<file path="src/design/aavd_pkg.sv">
`default_nettype none
// ----------------------------------------------------------------------------
// aavd_pkg: shared types and constants for the averaging voltmeter
// Segment table, decimal split of the displayed value, divider status.
// ----------------------------------------------------------------------------
package aavd_pkg;

    localparam int VOLT_W = 6;
    localparam int SEG_W  = 7;
    localparam int EN_W   = 2;
    localparam int CNT_W  = 4;

    localparam logic [CNT_W-1:0] CNT_RESET = 4'd7;

    localparam logic OP_SAMPLE = 1'b0;
    localparam logic OP_TICK   = 1'b1;

    localparam logic [EN_W-1:0] EN_NONE = 2'b00;
    localparam logic [EN_W-1:0] EN_LOW  = 2'b01;
    localparam logic [EN_W-1:0] EN_HIGH = 2'b10;

    typedef struct packed {
        logic busy;
        logic done;
    } div_status_t;

    // hex digit to segment pattern, bit0 = a .. bit6 = g
    function automatic logic [SEG_W-1:0] seg_lookup(input logic [3:0] digit);
        logic [SEG_W-1:0] pat;
        begin
            case (digit)
                4'h0: pat = 7'h3F;
                4'h1: pat = 7'h06;
                4'h2: pat = 7'h5B;
                4'h3: pat = 7'h4F;
                4'h4: pat = 7'h66;
                4'h5: pat = 7'h6D;
                4'h6: pat = 7'h7D;
                4'h7: pat = 7'h07;
                4'h8: pat = 7'h7F;
                4'h9: pat = 7'h6F;
                4'hA: pat = 7'h77;
                4'hB: pat = 7'h7C;
                4'hC: pat = 7'h39;
                4'hD: pat = 7'h5E;
                4'hE: pat = 7'h79;
                4'hF: pat = 7'h71;
                default: pat = 7'h00;
            endcase
            return pat;
        end
    endfunction

    // v / 10 as (v * 205) >> 11, exact for all 6-bit values
    function automatic logic [3:0] tens_of(input logic [VOLT_W-1:0] v);
        logic [13:0] prod;
        begin
            prod = 14'({8'd0, v} * 14'd205);
            return {1'b0, prod[13:11]};
        end
    endfunction

    function automatic logic [3:0] units_of(input logic [VOLT_W-1:0] v);
        logic [3:0]        t;
        logic [VOLT_W-1:0] tx10;
        begin
            t    = tens_of(v);
            tx10 = VOLT_W'({t, 3'b000} + {2'b00, t, 1'b0});
            return 4'(v - tx10);
        end
    endfunction

endpackage
`default_nettype wire

</file>
<file path="src/design/adc_average_voltage_display_unit.sv">
`default_nettype none
// ----------------------------------------------------------------------------
// adc_average_voltage_display_unit: averaging voltmeter with 2-digit display
// Sums converter samples, averages them per run, scales to tenths of a volt
// and drives a multiplexed two-digit 7-segment display.
// ----------------------------------------------------------------------------
// Usage:
//   Input channel (in_valid/in_ready) takes one word: operation selects a
//   converter sample or a display refresh tick. Every word yields exactly one
//   output word (out_valid/out_ready) with the current segment pattern, digit
//   enable, stored voltage and a run_done flag.
//   Config channel (cfg_valid/cfg_ready) writes sample_count_minus_one; it is
//   taken only while the block is idle.
// Flow:
//   Ticks and samples that do not close a run go from accept through the
//   write state to the output register; input is ready again once the
//   output register is loaded. A sample that closes a run does two passes
//   through the shared serial divider (average, then scaling by full
//   scale). One word is in flight at a time.
// Reset: sum, counters, voltage and display drive clear; low digit first;
//   sample count returns to 8 (sample_count_minus_one = 7).
// Stall: a finished word waits in the output register; one more input word
//   may be taken and processed, then the block holds until the output frees.
// ----------------------------------------------------------------------------
module adc_average_voltage_display_unit
    import aavd_pkg::*;
#(
    parameter int SAMPLE_BITS = 10
)
(
    input  wire logic                   clk,
    input  wire logic                   rst_n,
    input  wire logic                   in_valid,
    output logic                        in_ready,
    input  wire logic                   operation,
    input  wire logic [SAMPLE_BITS-1:0] sample,
    output logic                        out_valid,
    input  wire logic                   out_ready,
    output logic      [SEG_W-1:0]       segments,
    output logic      [EN_W-1:0]        digit_enable,
    output logic      [VOLT_W-1:0]      voltage_tenths,
    output logic                        run_done,
    input  wire logic                   cfg_valid,
    output logic                        cfg_ready,
    input  wire logic [CNT_W-1:0]       sample_count_minus_one
);

    localparam int SUM_W = SAMPLE_BITS + 4;
    localparam int SCL_W = SAMPLE_BITS + 10;
    localparam logic [SAMPLE_BITS-1:0] FULL_SCALE = '1;
    localparam logic [SAMPLE_BITS-1:0] HALF_SCALE = FULL_SCALE >> 1;

    localparam logic [1:0] ST_IDLE  = 2'd0;
    localparam logic [1:0] ST_DIV1  = 2'd1;
    localparam logic [1:0] ST_DIV2  = 2'd2;
    localparam logic [1:0] ST_WRITE = 2'd3;

    logic [1:0]        state_reg, state_next;
    logic [SUM_W-1:0]  sum_reg, sum_next;
    logic [CNT_W-1:0]  taken_reg, taken_next;
    logic [CNT_W-1:0]  cnt_reg;
    logic [VOLT_W-1:0] volt_reg, volt_next;
    logic              done_flag_reg, done_flag_next;

    logic              out_valid_reg;
    logic [SEG_W-1:0]  seg_out_reg;
    logic [EN_W-1:0]   en_out_reg;
    logic [VOLT_W-1:0] volt_out_reg;
    logic              run_done_reg;
    logic              load_out;

    logic [SUM_W-1:0]       sum_add;
    logic [SUM_W-1:0]       avg;
    logic                   div_start;
    logic [SCL_W-1:0]       div_dvd;
    logic [SAMPLE_BITS-1:0] div_dvs;
    logic [SCL_W-1:0]       div_quot;
    div_status_t            div_status;

    logic              in_accept;
    logic              disp_tick;
    logic [SEG_W-1:0]  disp_seg;
    logic [EN_W-1:0]   disp_en;

    assign in_ready  = (state_reg == ST_IDLE);
    assign cfg_ready = (state_reg == ST_IDLE);
    assign in_accept = in_valid && in_ready;
    assign disp_tick = in_accept && (operation == OP_TICK);

    assign sum_add = SUM_W'(sum_reg + SUM_W'(sample));
    assign avg     = div_quot[SUM_W-1:0];

    always_comb
    begin
        state_next     = state_reg;
        sum_next       = sum_reg;
        taken_next     = taken_reg;
        volt_next      = volt_reg;
        done_flag_next = done_flag_reg;
        div_start      = 1'b0;
        div_dvd        = '0;
        div_dvs        = '0;
        load_out       = 1'b0;
        case (state_reg)
            ST_IDLE:
            begin
                if (in_valid)
                begin
                    done_flag_next = 1'b0;
                    state_next     = ST_WRITE;
                    if (operation == OP_SAMPLE)
                    begin
                        if (taken_reg >= cnt_reg)
                        begin
                            div_start      = 1'b1;
                            div_dvd        = SCL_W'(sum_add);
                            div_dvs        = SAMPLE_BITS'({1'b0, cnt_reg} + 5'd1);
                            sum_next       = '0;
                            taken_next     = '0;
                            done_flag_next = 1'b1;
                            state_next     = ST_DIV1;
                        end
                        else
                        begin
                            sum_next   = sum_add;
                            taken_next = taken_reg + 1'b1;
                        end
                    end
                end
            end
            ST_DIV1:
            begin
                // average ready: scale by 33/full-scale with rounding offset
                if (div_status.done)
                begin
                    div_start  = 1'b1;
                    div_dvd    = SCL_W'({avg, 5'b00000}) + SCL_W'(avg)
                                 + SCL_W'(HALF_SCALE);
                    div_dvs    = FULL_SCALE;
                    state_next = ST_DIV2;
                end
            end
            ST_DIV2:
            begin
                if (div_status.done)
                begin
                    volt_next  = div_quot[VOLT_W-1:0];
                    state_next = ST_WRITE;
                end
            end
            ST_WRITE:
            begin
                if (!out_valid_reg || out_ready)
                begin
                    load_out   = 1'b1;
                    state_next = ST_IDLE;
                end
            end
            default:
            begin
                state_next = ST_IDLE;
            end
        endcase
    end

    always_ff @(posedge clk or negedge rst_n)
    begin
        if (!rst_n)
        begin
            state_reg     <= ST_IDLE;
            sum_reg       <= '0;
            taken_reg     <= '0;
            cnt_reg       <= CNT_RESET;
            volt_reg      <= '0;
            done_flag_reg <= 1'b0;
            out_valid_reg <= 1'b0;
            seg_out_reg   <= '0;
            en_out_reg    <= EN_NONE;
            volt_out_reg  <= '0;
            run_done_reg  <= 1'b0;
        end
        else
        begin
            state_reg     <= state_next;
            sum_reg       <= sum_next;
            taken_reg     <= taken_next;
            volt_reg      <= volt_next;
            done_flag_reg <= done_flag_next;
            if (cfg_valid && cfg_ready)
            begin
                cnt_reg <= sample_count_minus_one;
            end
            if (load_out)
            begin
                out_valid_reg <= 1'b1;
                seg_out_reg   <= disp_seg;
                en_out_reg    <= disp_en;
                volt_out_reg  <= volt_reg;
                run_done_reg  <= done_flag_reg;
            end
            else if (out_ready)
            begin
                out_valid_reg <= 1'b0;
            end
        end
    end

    aavd_serdiv #(
        .DVD_W      (SCL_W),
        .DVS_W      (SAMPLE_BITS),
        .DIGIT_BITS (2)
    ) u_div (
        .clk      (clk),
        .rst_n    (rst_n),
        .start    (div_start),
        .dividend (div_dvd),
        .divisor  (div_dvs),
        .quotient (div_quot),
        .status   (div_status)
    );

    aavd_disp u_disp (
        .clk      (clk),
        .rst_n    (rst_n),
        .tick     (disp_tick),
        .voltage  (volt_reg),
        .segments (disp_seg),
        .enable   (disp_en)
    );

    assign out_valid      = out_valid_reg;
    assign segments       = seg_out_reg;
    assign digit_enable   = en_out_reg;
    assign voltage_tenths = volt_out_reg;
    assign run_done       = run_done_reg;

    a_enable_onehot0: assert property (@(posedge clk) disable iff (!rst_n)
        $onehot0(digit_enable))
        else $error("digit enable has more than one digit on");

    a_start_when_free: assert property (@(posedge clk) disable iff (!rst_n)
        div_start |-> !div_status.busy)
        else $error("divider started while busy");

    a_done_in_div_state: assert property (@(posedge clk) disable iff (!rst_n)
        div_status.done |-> (state_reg == ST_DIV1 || state_reg == ST_DIV2))
        else $error("divider finished outside a divide state");

    a_accept_leaves_idle: assert property (@(posedge clk) disable iff (!rst_n)
        in_accept |=> (state_reg != ST_IDLE))
        else $error("accepted word did not leave idle");

endmodule
`default_nettype wire

</file>
<file path="src/design/aavd_serdiv.sv">
`default_nettype none
// ----------------------------------------------------------------------------
// aavd_serdiv: digit-serial restoring divider
// Retires DIGIT_BITS quotient bits per cycle; dividend and quotient share
// one shift register, the partial remainder stays divisor-wide.
// ----------------------------------------------------------------------------
module aavd_serdiv
    import aavd_pkg::*;
#(
    parameter int DVD_W      = 20,
    parameter int DVS_W      = 10,
    parameter int DIGIT_BITS = 2
)
(
    input  wire logic             clk,
    input  wire logic             rst_n,
    input  wire logic             start,
    input  wire logic [DVD_W-1:0] dividend,
    input  wire logic [DVS_W-1:0] divisor,
    output logic      [DVD_W-1:0] quotient,
    output div_status_t           status
);

    localparam int STEPS = (DVD_W + DIGIT_BITS - 1) / DIGIT_BITS;
    localparam int PAD_W = STEPS * DIGIT_BITS;
    localparam int STP_W = (STEPS > 1) ? $clog2(STEPS) : 1;
    localparam logic [STP_W-1:0] LAST_STEP = STP_W'(STEPS - 1);

    logic [PAD_W-1:0] work_reg, work_next;
    logic [DVS_W-1:0] rem_reg, rem_next;
    logic [DVS_W-1:0] dvs_reg;
    logic [STP_W-1:0] step_reg;
    logic             busy_reg;
    logic             done_reg;
    logic [DVS_W:0]   trial;

    always_comb
    begin
        rem_next  = rem_reg;
        work_next = work_reg;
        trial     = '0;
        for (int i = 0; i < DIGIT_BITS; i++)
        begin
            trial     = {rem_next, work_next[PAD_W-1]};
            work_next = {work_next[PAD_W-2:0], 1'b0};
            if (trial >= {1'b0, dvs_reg})
            begin
                trial        = trial - {1'b0, dvs_reg};
                work_next[0] = 1'b1;
            end
            rem_next = trial[DVS_W-1:0];
        end
    end

    always_ff @(posedge clk or negedge rst_n)
    begin
        if (!rst_n)
        begin
            work_reg <= '0;
            rem_reg  <= '0;
            dvs_reg  <= '0;
            step_reg <= '0;
            busy_reg <= 1'b0;
            done_reg <= 1'b0;
        end
        else
        begin
            done_reg <= 1'b0;
            if (start && !busy_reg)
            begin
                work_reg <= PAD_W'(dividend);
                rem_reg  <= '0;
                dvs_reg  <= divisor;
                step_reg <= '0;
                busy_reg <= 1'b1;
            end
            else if (busy_reg)
            begin
                work_reg <= work_next;
                rem_reg  <= rem_next;
                step_reg <= step_reg + 1'b1;
                if (step_reg == LAST_STEP)
                begin
                    busy_reg <= 1'b0;
                    done_reg <= 1'b1;
                end
            end
        end
    end

    assign quotient    = work_reg[DVD_W-1:0];
    assign status.busy = busy_reg;
    assign status.done = done_reg;

endmodule
`default_nettype wire

</file>
<file path="src/design/aavd_disp.sv">
`default_nettype none
// ----------------------------------------------------------------------------
// aavd_disp: two-digit multiplexed 7-segment drive
// Each refresh tick shows the next digit of the stored value, low first.
// ----------------------------------------------------------------------------
module aavd_disp
    import aavd_pkg::*;
(
    input  wire logic              clk,
    input  wire logic              rst_n,
    input  wire logic              tick,
    input  wire logic [VOLT_W-1:0] voltage,
    output logic      [SEG_W-1:0]  segments,
    output logic      [EN_W-1:0]   enable
);

    logic             show_high_reg;
    logic [SEG_W-1:0] seg_reg;
    logic [EN_W-1:0]  en_reg;

    always_ff @(posedge clk or negedge rst_n)
    begin
        if (!rst_n)
        begin
            show_high_reg <= 1'b0;
            seg_reg       <= '0;
            en_reg        <= EN_NONE;
        end
        else if (tick)
        begin
            show_high_reg <= ~show_high_reg;
            if (show_high_reg)
            begin
                en_reg  <= EN_HIGH;
                seg_reg <= seg_lookup(tens_of(voltage));
            end
            else
            begin
                en_reg  <= EN_LOW;
                seg_reg <= seg_lookup(units_of(voltage));
            end
        end
    end

    assign segments = seg_reg;
    assign enable   = en_reg;

endmodule
`default_nettype wire
</file>
<file path="config.mk">
export PLATFORM = sky130hd
export DESIGN_NAME = adc_average_voltage_display_unit
export DESIGN_NICKNAME = d
export VERILOG_FILES = /design/src/design/aavd_pkg.sv /design/src/design/adc_average_voltage_display_unit.sv /design/src/design/aavd_serdiv.sv /design/src/design/aavd_disp.sv
export SDC_FILE = /design/constraint.sdc
export NUM_CORES = 1
export LEC_CHECK = 0
export ABC_CLOCK_PERIOD_IN_PS = 7090
export BUFFER_PORTS_ARGS = -buffer_cell sky130_fd_sc_hd__clkbuf_2
export CAP_MARGIN = 20
export CORE_UTILIZATION = 63
export DETAILED_ROUTE_END_ITERATION = 7
export PLACE_DENSITY = 0.87
export SLEW_MARGIN = 10
export SYNTH_ARGS = -nofsm -noshare
export SYNTH_HDL_FRONTEND = slang
export SYNTH_SLANG_ARGS = --single-unit
</file>
<file path="constraint.sdc">
create_clock -name clk -period 7.09 [get_ports clk]
set_input_delay 0.3545 -clock clk [delete_from_list [all_inputs] [get_ports clk]]
set_output_delay 0.3545 -clock clk [all_outputs]
set_load 0.1 [all_outputs]
</file>
==> metrics, run 1 <==
CTS buffer count 9; antenna cells 0; average vias per placed instance 6.236; status complete, no violations; post-layout util 71.02%; number of DRC markers in iteration 0 573; top-area cell type share of the netlist area 30.07%; post-CTS setup buffer count 0; Max clock buf depth 2; Synth area leader dfrtp_1; hpwl dp 13440 um; worst reg2reg endpoint u_div.rem_reg[5]; wire per inst 17.21 um; top cells by area, synth dfrtp_1 30%, ha_1 16%, nand2_1 3.9%; ANT nets after route 0; critical path type reg -> reg; Initial Util 65.70%; Worst-Margin Slew 0.9456 ns; Most used DFF post-synth dfrtp_1; slowest cell on the critical path o21ai_1; fin crit share 79.66%; setup ws final 1.442 ns; Max-slew headroom 36.73%; Crit. End Element register; Post-Place Worst Slack 1.567 ns; Worst R2R Start u_div.dvs_reg[1]; flop-to-flop setup slack 1.44 ns; Critical path origin u_div.dvs_reg[1]; placed insts 1056; Root Driver clkbuf_16; crit path max fanout 12; setup tns final 0 ns; most frequent cells after synthesis 102 x ha_1, 96 x dfrtp_1, 84 x nand2_1; count of unique library cells instantiated by Yosys 82; Mapped Cells 880; CTS tree built; fillers 944; gp weighted congestion 0.9635; unrepaired setup endpoints after global routing no; largest net degree at the start of global routing 73; DR vias 6691; Reg clk slew, reported paths 0.07 ns; asr flop ratio synth 100.0%; Cell Area, Synth 0.007990 mm2; NumNets Final 1032; Die X 114.6 um; GRT overflow 0; H-tree lvl count 3; CTS Sinks 99; Clk Latency, worst-skew pair 0.36 ns; f_max 0.1771 GHz; worst min path class in -> reg; sequential fraction of the synthesis area 31.05%; Hold-fix buffers, CTS 1; P&R area growth vs syn 8.096%; crit path launch type register; row count 40; # IOs 39; crit path time final 5.648 ns; # resized after CTS 0; Final Non-Filler Cells 1073; syn_area_per_cell 9.080 um2; Fin. Hold Viols 0; Post-synth EDFFs 0; number of global-route vias before repair 6451; DIE AREA 0.01314 mm2; setup violators final 0; Worst Skew 0.009197 ns; overall routing resource usage 30.49%; first-pass detailed-route iteration total 6; flip-flop count of the largest register after layout 20; worst-path cell chain inv_1 -> ha_1 -> nor2b_1 -> o31ai_1 -> a211oi_1 -> o31a_1 -> nor2_1 -> mux2i_1 -> ha_1 -> nor2b_1 -> o21bai_1 -> a21oi_1 -> o41ai_1 -> o21ai_0 -> o21ai_1 -> and2_1 -> o311ai_1; Final Max Slew Viols 0; CP required 7.30 ns; Critical Path Sink u_div.rem_reg[5]; DRC viols 0; CP arrival 5.86 ns; CP peak stage delay 0.75 ns; cell with the most instances after synthesis ha_1; global-route wire length before repair 31290 um; I/O Buffers 38; Sequential Area 0.002481 mm2; Total Routed Length 18470 um; initial antenna violation count 0; fraction of layout cells with a size suffix above 1 11.16%; core area 0.01216 mm2; YS warnings 0; multi-input logic area 0.005116 mm2; Die H 114.6 um; number of nets produced by synthesis 1012; Yosys reg bits 99; Max-Cap Viols 0; Reg2Reg Depth 17
per-stage QoR:
stage	hold slack (ns)	area [um2]
finish	0.2282	8637
global route	0.2218	8637
CTS	0.2191	8637
detailed placement	0.2903	8293
global placement	0.2873	8293
floorplan	0.05891	7990
cells in the final DEF, fill, tap and decap left out, types with 8 or more instances in the layout:
cell type	count
a211oi_1	13
clkbuf_16	9
nand4_1	14
o31ai_1	9
xnor2_1	24
ha_1	102
mux2_2	24
fa_1	10
or3_1	10
nor2_1	40
dfrtp_1	96
xor2_1	18
clkbuf_2	37
a21o_1	17
a21oi_1	50
inv_1	68
o21ai_0	52
nand2b_1	10
nand2_1	84
nor3_1	19
a31oi_1	9
a22oi_1	8
o21bai_1	8
nand3_1	23
layer usage:
layer / vias up / GRT usage, % / part of all wire, %
met1: 3212 / 38.67 / 44
met3: 35 / 5.506 / 5.0
met4: 0 / 11.26 / 2.1
li1: 3253 / - / -
met5: - / 0 / 0
met2: 191 / 52.00 / 49
cells by family after synthesis:
kind of cell | after synthesis | share of synthesized area [%]
flops | 99 | 31.05
compound gates | 253 | 21.74
buf+inv | 103 | 4.917
fa+ha+maj | 112 | 18.48
mux | 32 | 4.463
xor+xnor | 43 | 4.886
simple gates | 238 | 14.47
how the worst min path moves through the flow:
stage                                          from           to  cells past startpoint
after floorplan                               rst_n   cnt_reg[3]                      0
after global placement                        rst_n  volt_reg[1]                      1
after detailed placement                      rst_n  volt_reg[1]                      1
after CTS                 sample_count_minus_one[2]   cnt_reg[2]                      2
after global routing      sample_count_minus_one[0]   cnt_reg[0]                      2
final                     sample_count_minus_one[2]   cnt_reg[2]                      2
area by class of cell:
| type | count | share of cell area (%) |
|---|---|---|
| Inverter | 68 | 2.955 |
| Timing Repair Buffer | 44 | 2.781 |
| Clock buffer | 9 | 2.608 |
| Multi-Input combinational cell | 678 | 59.24 |
| Tap cell | 168 | 2.434 |
| Sequential cell | 99 | 28.73 |
| Clock inverter | 7 | 1.260 |
worst max-delay path, delay by kind of cell, from the launching register on:
family	cells	cell delay, ns
AND/OR/NAND/NOR	4	1.42
adder cells (fa/ha/maj)	2	0.59
multiplexers	1	0.41
flip-flops	1	0.36
AO/OA/AOI/OAI	9	2.51
buffers and inverters	1	0.19
Power of run 1 is not shown: default switching activity piles up to over one toggle a cycle in this logic, so the estimate is an artifact.
==> run 2: changes to the inputs <==
--- a/config.mk
+++ b/config.mk
@@ -5,12 +5,13 @@
 export SDC_FILE = /design/constraint.sdc
 export NUM_CORES = 1
 export LEC_CHECK = 0
-export ABC_CLOCK_PERIOD_IN_PS = 7090
+export ABC_AREA = 1
+export ABC_CLOCK_PERIOD_IN_PS = 5700
 export BUFFER_PORTS_ARGS = -buffer_cell sky130_fd_sc_hd__clkbuf_2
 export CAP_MARGIN = 20
 export CORE_UTILIZATION = 63
 export DETAILED_ROUTE_END_ITERATION = 7
-export PLACE_DENSITY = 0.87
+export PLACE_DENSITY = 0.86
 export SLEW_MARGIN = 10
 export SYNTH_ARGS = -nofsm -noshare
 export SYNTH_HDL_FRONTEND = slang
==> constraint.sdc (replaced) <==
create_clock -name clk -period 5.7 [get_ports clk]
set_input_delay 0.285 -clock clk [delete_from_list [all_inputs] [get_ports clk]]
set_output_delay 0.285 -clock clk [all_outputs]
set_load 0.1 [all_outputs]
==> metrics, run 2 <==
Max clock buf depth 2 (unchanged); CTS tree built; global-route wire length before repair 32130 um (+2.7%); setup ws final 1.159 ns (-0.2832 ns); Clk Latency, worst-skew pair 0.36 ns (about the same); Reg clk slew, reported paths 0.07 ns (about the same); Final Max Slew Viols 0 (unchanged); Final Non-Filler Cells 1285 (+20%); largest net degree at the start of global routing 65 (-11%); crit path launch type register; post-layout util 69.40% (-1.6 points); unrepaired setup endpoints after global routing no; post-CTS setup buffer count 0 (unchanged); P&R area growth vs syn 7.167%; DRC viols 0 (unchanged); f_max 0.2202 GHz (+24%); Yosys reg bits 99 (unchanged); fraction of layout cells with a size suffix above 1 10.78% (-0.38 points); number of DRC markers in iteration 0 458 (-20%); wire per inst 14.51 um (-16%); DR vias 7232 (+8.1%); placed insts 1268 (+20%); Fin. Hold Viols 0 (unchanged); H-tree lvl count 3 (unchanged); hpwl dp 14370 um (+7.0%); Hold-fix buffers, CTS 1 (unchanged); CP peak stage delay 0.47 ns (-0.28 ns); Most used DFF post-synth dfrtp_1; CTS Sinks 99 (unchanged); number of nets produced by synthesis 1209 (+19%); GRT overflow 0 (unchanged); commonest non-fill, non-tap cell in the layout nand2_1; Max-slew headroom 41.53% (+4.8 points); asr flop ratio synth 100.0% (unchanged); CP required 6.00 ns (-1.30 ns); Total Routed Length 18650 um (+1.0%); worst-path cell chain inv_2 -> ha_1 -> inv_1 -> fa_1 -> fa_1 -> ha_1 -> a21oi_1 -> nor2_1 -> nor2_1 -> nand2_1 -> nand2_1 -> nand3b_1 -> nand2_1 -> inv_1 -> ha_1 -> or2_2 -> nand2_1 -> clkinv_1 -> o21ai_0 -> nand3_1 -> nand3_1 -> nand2_1 -> nand2_1; syn_area_per_cell 7.619 um2 (-16%); initial antenna violation count 0 (unchanged); top cells by area, synth dfrtp_1 29%, ha_1 16%, nand2_1 11%; status complete, no violations; flop-to-flop setup slack 1.16 ns (-0.28 ns); crit path max fanout 10 (-2); Cell Area, Synth 0.008205 mm2 (+2.7%); CTS buffer count 9 (unchanged); worst min path class in -> reg; I/O Buffers 38 (unchanged); Worst-Margin Slew 0.8771 ns (-0.06850 ns); setup violators final 0 (unchanged); ANT nets after route 0 (unchanged); average vias per placed instance 5.628 (-9.7%); critical path type reg -> reg; Synth area leader dfrtp_1; slowest cell on the critical path fa_1; Post-Place Worst Slack 1.217 ns (-0.3503 ns); first-pass detailed-route iteration total 5 (-1); YS warnings 0 (unchanged); crit path time final 4.541 ns (-1.107 ns); top-area cell type share of the netlist area 29.28% (-0.79 points); gp weighted congestion 0.9898 (+2.7%); overall routing resource usage 30.35% (-0.15 points); Mapped Cells 1077 (+22%); Root Driver clkbuf_16; DIE AREA 0.01349 mm2 (+2.7%); count of unique library cells instantiated by Yosys 50 (-39%); Crit. End Element register; critical path's most frequent cell nand2_1; flip-flop count of the largest register after layout 20 (unchanged); antenna cells 0 (unchanged); Initial Util 64.76% (-0.94 points); Die H 116.1 um (+1.3%); NumNets Final 1240 (+20%); Max-Cap Viols 0 (unchanged); sequential fraction of the synthesis area 30.24% (-0.81 points); Post-synth EDFFs 0 (unchanged); Worst Skew 0.01008 ns (+0.0008778 ns); core area 0.01267 mm2 (+4.2%); most frequent cells after synthesis 250 x nand2_1, 150 x inv_1, 102 x ha_1; Die X 116.1 um (+1.3%); setup tns final 0 ns (unchanged); # resized after CTS 0 (unchanged); CP arrival 4.84 ns (-1.02 ns); # IOs 39 (unchanged); most frequent cells in the layout 250 x nand2_1, 150 x inv_1, 102 x ha_1; number of global-route vias before repair 7049 (+9.3%); row count 41 (+2.5%); fin crit share 79.67% (about the same); cell with the most instances after synthesis nand2_1
## run 2: changes by cell type in the layout (fill, tap and decap cells not counted), sizes merged, moves of 8 or more
| cell | before | now |
|---|---|---|
| nand2b | 10 | 0 |
| mux2 | 26 | 12 |
| nor3 | 20 | 7 |
| a211oi | 13 | 0 |
| o21ai | 60 | 71 |
| a21oi | 50 | 67 |
| xnor2 | 24 | 8 |
| inv | 70 | 157 |
| or3 | 10 | 0 |
| nand3 | 23 | 76 |
| nor2 | 40 | 59 |
| nor2b | 8 | 0 |
| nand2 | 84 | 277 |
| a21o | 17 | 6 |
## run 2: final cells by class
cell class	instances	area, um2
clock buffers	11	242.7
clock inverters	5	38.79
fillers	1043	3877
inverters	159	596.8
multi-input cells	799	5009
flip-flops and latches	99	2481
well taps	172	215.2
repair buffers	40	210.2
## run 2: worst max-delay path, delay by kind of cell, from the launching register on
kind            cells  cell delay (ns)
fa+ha+maj           5             1.85
flops               1             0.43
simple gates       12             1.33
compound gates      2             0.39
buf+inv             4             0.49
## run 2: path summary, 6_finish.rpt
| path | start | to | cells after the start |
|---|---|---|---|
| setup / recovery | volt_reg[0] | u_disp.segments[6] | 23 |
| hold / removal | sample_count_minus_one[2] | cnt_reg[2] | 3 |
| setup reg to reg | volt_reg[0] | u_disp.segments[6] | 23 |
| hold reg to reg | u_disp.segments[2] | u_disp.segments[2] | 2 |
| max in group asynchronous | rst_n | u_div.quotient[16] | 3 |
| min in group asynchronous | rst_n | voltage_tenths[2] | 2 |
## run 2: cells by family after synthesis
logic type,synth area share [%]
buf+inv,8.722
fa+ha+maj,17.99
simple gates,25.11
mux,1.647
flops,30.24
xor+xnor,3.202
compound gates,13.08
## run 2: routing by layer
metal / wire length [um] / global-route usage [%]
met1: 8356 / 38.54
met2: 8788 / 51.47
met4: 537 / 13.76
met3: 968 / 4.359
met5: 0 / 0
## run 2: per-stage QoR
| stage | instance area (um2) | hold WS, ns |
|---|---|---|
| 2_1_floorplan | 8205 | -0.01059 |
| 5_1_grt | 8793 | 0.1683 |
| 6_report | 8793 | 0.1451 |
| 3_3_place_gp | 8502 | 0.2656 |
| 4_1_cts | 8793 | 0.1440 |
| 3_5_place_dp | 8502 | 0.2717 |
Power of run 2 is left out for the same reason.
